File: src/hdl/imhdk_pkg.sv
// imhdk_pkg: shared types, field widths and controller command codes
// for the indexed min-heap decrease-key unit; used by every file in hdl
package imhdk_pkg;

  // fixed field widths of the request and result transactions
  localparam int ID_W  = 12;
  localparam int KEY_W = 32;
  localparam int CNT_W = 13;
  localparam int REQ_W = 2;

  // default configuration of the top level
  localparam int NUM_IDS_DEF  = 4096;
  localparam int KEY_BITS_DEF = 32;

  // request codes
  localparam logic [REQ_W-1:0] REQ_PUSH  = 2'd0;
  localparam logic [REQ_W-1:0] REQ_POP   = 2'd1;
  localparam logic [REQ_W-1:0] REQ_CLEAR = 2'd2;

  // status codes
  localparam logic STAT_OK        = 1'b0;
  localparam logic STAT_POP_EMPTY = 1'b1;

  typedef struct packed {
    logic [REQ_W-1:0] req_type;
    logic [ID_W-1:0]  item_id;
    logic [KEY_W-1:0] key_value;
  } in_t;

  typedef struct packed {
    logic             top_valid;
    logic [ID_W-1:0]  top_id;
    logic [KEY_W-1:0] top_key;
    logic [CNT_W-1:0] entry_count;
    logic             status;
  } out_t;

  // one datapath command per cycle
  typedef enum logic [3:0] {
    CMD_NOP,
    CMD_START,
    CMD_READ_SLOT,
    CMD_APPEND,
    CMD_READ_PARENT,
    CMD_MOVE_PARENT,
    CMD_PLACE,
    CMD_READ_KIDS,
    CMD_MOVE_CHILD,
    CMD_READ_LAST,
    CMD_POP_TAKE,
    CMD_CLEAR,
    CMD_POP_EMPTY
  } cmd_t;

  // datapath status back to the controller
  typedef struct packed {
    logic is_push;
    logic is_pop;
    logic is_clear;
    logic id_ok;
    logic count_zero;
    logic count_full;
    logic present;
    logic key_gt;
    logic pos_root;
    logic parent_gt;
    logic has_child;
    logic move_down;
    logic last_only;
  } dp_stat_t;

endpackage

File: src/hdl/imhdk_ctrl.sv
// imhdk_ctrl: sequencer for push, pop and clear over the heap datapath
// depends on imhdk_pkg; issues commands to imhdk_dp
module imhdk_ctrl (
  input  logic                clk,
  input  logic                rst_n,
  input  logic                start,
  input  imhdk_pkg::dp_stat_t stat,
  output imhdk_pkg::cmd_t     cmd,
  output logic                busy,
  output logic                out_valid
);

  typedef enum logic [3:0] {
    S_IDLE, S_DISPATCH, S_CLASSIFY, S_UP, S_UP_W,
    S_DOWN, S_DOWN_W, S_POP_W, S_DONE
  } state_t;

  state_t state_r, state_nxt;
  logic   valid_r, valid_nxt;

  // next state and command
  always_comb begin
    state_nxt = state_r;
    valid_nxt = 1'b0;
    cmd       = imhdk_pkg::CMD_NOP;
    unique case (state_r)
      S_IDLE: begin
        if (start) begin
          cmd       = imhdk_pkg::CMD_START;
          state_nxt = S_DISPATCH;
        end
      end
      S_DISPATCH: begin
        state_nxt = S_DONE;
        if (stat.is_push) begin
          if (stat.id_ok) begin
            cmd       = imhdk_pkg::CMD_READ_SLOT;
            state_nxt = S_CLASSIFY;
          end
        end else if (stat.is_pop) begin
          if (stat.count_zero) begin
            cmd = imhdk_pkg::CMD_POP_EMPTY;
          end else begin
            cmd       = imhdk_pkg::CMD_READ_LAST;
            state_nxt = S_POP_W;
          end
        end else if (stat.is_clear) begin
          cmd = imhdk_pkg::CMD_CLEAR;
        end
      end
      S_CLASSIFY: begin
        if (stat.present) begin
          state_nxt = stat.key_gt ? S_DOWN : S_UP;
        end else if (stat.count_full) begin
          state_nxt = S_DONE;
        end else begin
          cmd       = imhdk_pkg::CMD_APPEND;
          state_nxt = S_UP;
        end
      end
      S_UP: begin
        if (stat.pos_root) begin
          cmd       = imhdk_pkg::CMD_PLACE;
          state_nxt = S_DONE;
        end else begin
          cmd       = imhdk_pkg::CMD_READ_PARENT;
          state_nxt = S_UP_W;
        end
      end
      S_UP_W: begin
        if (stat.parent_gt) begin
          cmd       = imhdk_pkg::CMD_MOVE_PARENT;
          state_nxt = S_UP;
        end else begin
          cmd       = imhdk_pkg::CMD_PLACE;
          state_nxt = S_DONE;
        end
      end
      S_DOWN: begin
        if (stat.has_child) begin
          cmd       = imhdk_pkg::CMD_READ_KIDS;
          state_nxt = S_DOWN_W;
        end else begin
          cmd       = imhdk_pkg::CMD_PLACE;
          state_nxt = S_DONE;
        end
      end
      S_DOWN_W: begin
        if (stat.move_down) begin
          cmd       = imhdk_pkg::CMD_MOVE_CHILD;
          state_nxt = S_DOWN;
        end else begin
          cmd       = imhdk_pkg::CMD_PLACE;
          state_nxt = S_DONE;
        end
      end
      S_POP_W: begin
        cmd       = imhdk_pkg::CMD_POP_TAKE;
        state_nxt = stat.last_only ? S_DONE : S_DOWN;
      end
      S_DONE: begin
        state_nxt = S_IDLE;
      end
      default: state_nxt = S_IDLE;
    endcase
    if (state_nxt == S_DONE) begin
      valid_nxt = 1'b1;
    end
  end

  // state and registered strobe
  always_ff @(posedge clk) begin
    if (!rst_n) begin
      state_r <= S_IDLE;
      valid_r <= 1'b0;
    end else begin
      state_r <= state_nxt;
      valid_r <= valid_nxt;
    end
  end

  assign busy      = state_r != S_IDLE;
  assign out_valid = valid_r;

endmodule

File: config.mk
export PLATFORM = sky130hd
export DESIGN_NAME = imhdk_ctrl
export DESIGN_NICKNAME = d
export VERILOG_FILES = /design/src/hdl/imhdk_pkg.sv /design/src/hdl/imhdk_ctrl.sv
export SDC_FILE = /design/constraint.sdc
export NUM_CORES = 1
export LEC_CHECK = 0
export BUFFER_PORTS_ARGS = -buffer_cell sky130_fd_sc_hd__buf_2
export CELL_PAD_IN_SITES_DETAIL_PLACEMENT = 1
export CELL_PAD_IN_SITES_GLOBAL_PLACEMENT = 1
export CORE_MARGIN = 10
export CORE_UTILIZATION = 32
export DETAILED_ROUTE_END_ITERATION = 10
export HOLD_SLACK_MARGIN = 0.15
export PLACE_DENSITY_LB_ADDON = 0.1
export SETUP_SLACK_MARGIN = 0.05
export SLEW_MARGIN = 25
export SYNTH_ARGS = -nofsm -noshare
export SYNTH_HDL_FRONTEND = slang
export SYNTH_SLANG_ARGS = --single-unit
File: constraint.sdc
create_clock -name clk -period 3.2 [get_ports clk]
set_clock_uncertainty 0.05 [all_clocks]
set_input_delay 0.48 -clock clk [delete_from_list [all_inputs] [get_ports clk]]
set_output_delay 0.48 -clock clk [all_outputs]
set_load 0.01 [all_outputs]
==> flow_metrics.py <==
metrics = {
    "route": {
        "drt-initial-drc-count": 18,
        "avgRoutedWirePerCell_um": 17.1,
        "met2_length_um": 812,
        "wl_met3_um": 121,
        "top_layer": "met3",
        "vias": 591,
        "drcViolationCount": 0,
        "totalWireLength_um": 1740,
        "wl_met1_um": 808,
        "viasPerCell": 5.79,
        "postRouteAntennaNets": 0,
        "first_pass_iters": 4,
    },
    "sta": {
        "fmax_mhz": 418,
        "period_share_pct": 74.7,
        "finalHoldViolCount": 0,
        "period_minus_slack_ps": 2390,
        "setup_violations": 0,
        "maxSlewViolCount": 0,
        "setup-tns-final_ps": 0,
        "tightest_slew_ps": 499,
        "slew-limit-headroom_pct": 66.7,
        "whs_ps": 516,
        "rsz0062_at_grt": "false",
    },
    "die": {
        "rows": 14,
        "core_area_sq_um": 1470,
        "die_h_um": 59.1,
        "die_w_um": 59.1,
        "io_pins": 22,
        "start_util_pct": 33.2,
        "die_area_sq_um": 3490,
    },
    "hold_path": {
        "hold_class": "input port to flip-flop",
        "holdPathStages": 4,
    },
    "power": {
        "vdd_ir_drop_max_mv": 0.164,
        "powerDensity_nw_per_um2": 346,
        "p_leak_nw": 0.256,
    },
    "final_layout": {
        "mostFrequentLayoutCells": "buf_2 (21), nand2_1 (6)",
        "area_growth_pct": 25.4,
        "drive_gt1_share_pct": 31.4,
        "diodes": 0,
        "layout_commonest_cell": "buf_2",
        "layout.nets": 103,
    },
    "yosys": {
        "synthArstFlopShare_pct": 0,
        "synth_fp_nets": 81,
        "synth_cell_types": 31,
        "synth.top_cell.area_share_pct": 20.5,
        "synth_seq_area_share_pct": 20.5,
        "synth_warnings": 0,
        "syn_avg_cell_area_sq_um": 7.51,
        "synth_cells": 65,
        "syn_area_sq_um": 488,
        "synth_edf_count": 0,
        "ys_seq_elements": 5,
        "synth.area.top_cells": "dfxtp_1 (21%), a31oi_1 (6.4%), nand2b_1 (6.4%), nand2_1 (4.6%), mux2i_1 (4.1%)",
        "synthFlopType": "dfxtp_1",
        "yosysTopAreaCell": "dfxtp_1",
    },
    "placement": {
        "routabilityCongestion": 0.725,
        "io_buffers": 21,
        "hpwl_um": 1370,
    },
    "global_route": {
        "grt_first_pass_wirelength_um": 2900,
        "track_usage_pct": 10.2,
        "grt_pass1_vias": 635,
        "grt_max_degree": 16,
        "antenna_found_initial": 0,
        "overflow": 0,
    },
    "worst_setup_path": {
        "cp.arrival_ps": 1860,
        "cp-end-kind": "primary output",
        "path_class": "flip-flop to primary output",
        "cp_data_required_time_ps": 2670,
        "cp-start-kind": "flip-flop",
        "worstPathMaxFanout": 14,
        "reg2regPathDepth": 4,
    },
    "clocking": {
        "cts.sinks": 5,
        "cts.path.max_buffers": 2,
        "postCtsSetupRepairBufs": 0,
        "h-tree-depth": 1,
        "cts_resized": 0,
        "cts-root-buf": "clkbuf_4",
        "clock_latency_ps": 240,
        "cts_hold_buf": 0,
        "cts.clk_slew.worst_paths_ps": 40,
        "cts_buffers": 3,
        "cts_tree": "built",
    },
    "job": {
        "drv_cap": 0,
    },
    "status": {
        "status": "finished, final reports clean",
    },
}
kinds of logic (layout without fill, tap and decap cells):
group | Yosys count | count (layout) | share of synthesized area (%)
flops | 5 | 5 | 20.5
mux | 2 | 2 | 4.10
compound gates | 22 | 22 | 29.2
simple gates | 30 | 30 | 39.0
buf+inv | 6 | 27 | 7.18
routing by layer:
| layer | track usage, % | vias to the layer above |
|---|---|---|
| met4 | 2.95 | 0 |
| met5 | 0 | - |
| li1 | - | 289 |
| met3 | 2.58 | 0 |
| met1 | 13.6 | 281 |
| met2 | 15.6 | 21 |
state kept, by name (all words and copies together), names as in the netlist:
| register | count |
|---|---|
| state_r | 4 |
| out_valid | 1 |
path summary, 6_finish.rpt:
path | startpoint | endpoint | slack [ps]
worst min-delay path | stat[5] | state_r[1]$_SDFF_PN0_ | 520
worst max-delay path | state_r[0]$_SDFF_PN0_ | cmd[0] | 810
worst min register to register | state_r[1]$_SDFF_PN0_ | state_r[2]$_SDFF_PN0_ | 720
worst max register to register | state_r[0]$_SDFF_PN0_ | state_r[2]$_SDFF_PN0_ | 1560
power by group:
group | switching [mW] | internal [mW]
sequential | 0.0122 | 0.0667
combinational | 0.0320 | 0.0284
clock | 0.0255 | 0.0471
per-stage QoR:
stage	power (mW)	utilization (%)	instances	setup WS (ps)	instance area, sq um
after floorplan	0.114	-	65	1420	488
after global placement	0.139	39.8	98	1130	586
after global routing	0.228	41.6	102	675	612
after detailed placement	0.140	39.8	98	1110	586
final	0.212	41.6	102	809	612
after CTS	0.214	41.6	102	841	612
cells in the mapped netlist, types with 2 or more instances:
cell / count
nand2_1: 6
a31oi_1: 5
dfxtp_1: 5
nand2b_1: 5
nor2_1: 5
o21ai_0: 4
o21ai_1: 3
a21oi_1: 2
a31o_1: 2
a32oi_1: 2
and2b_1: 2
buf_4: 2
inv_1: 2
mux2i_1: 2
nand3_1: 2
layout make-up:
cell class              instances  area, sq um
multi-input cells              54          353
repair buffers                 21          105
clock buffers                   4         26.3
flip-flops and latches          5          100
well taps                      16         20.0
inverters                       2         7.51
fillers                       205          860
critical path, stage by stage (launching register included):
cell	delay [ps]
dfxtp_1	620
nand2b_1	190
nor4_2	340
a32oi_1	200
o311ai_1	100
buf_2	170
No activity file was read; power rests on OpenSTA's default activity.
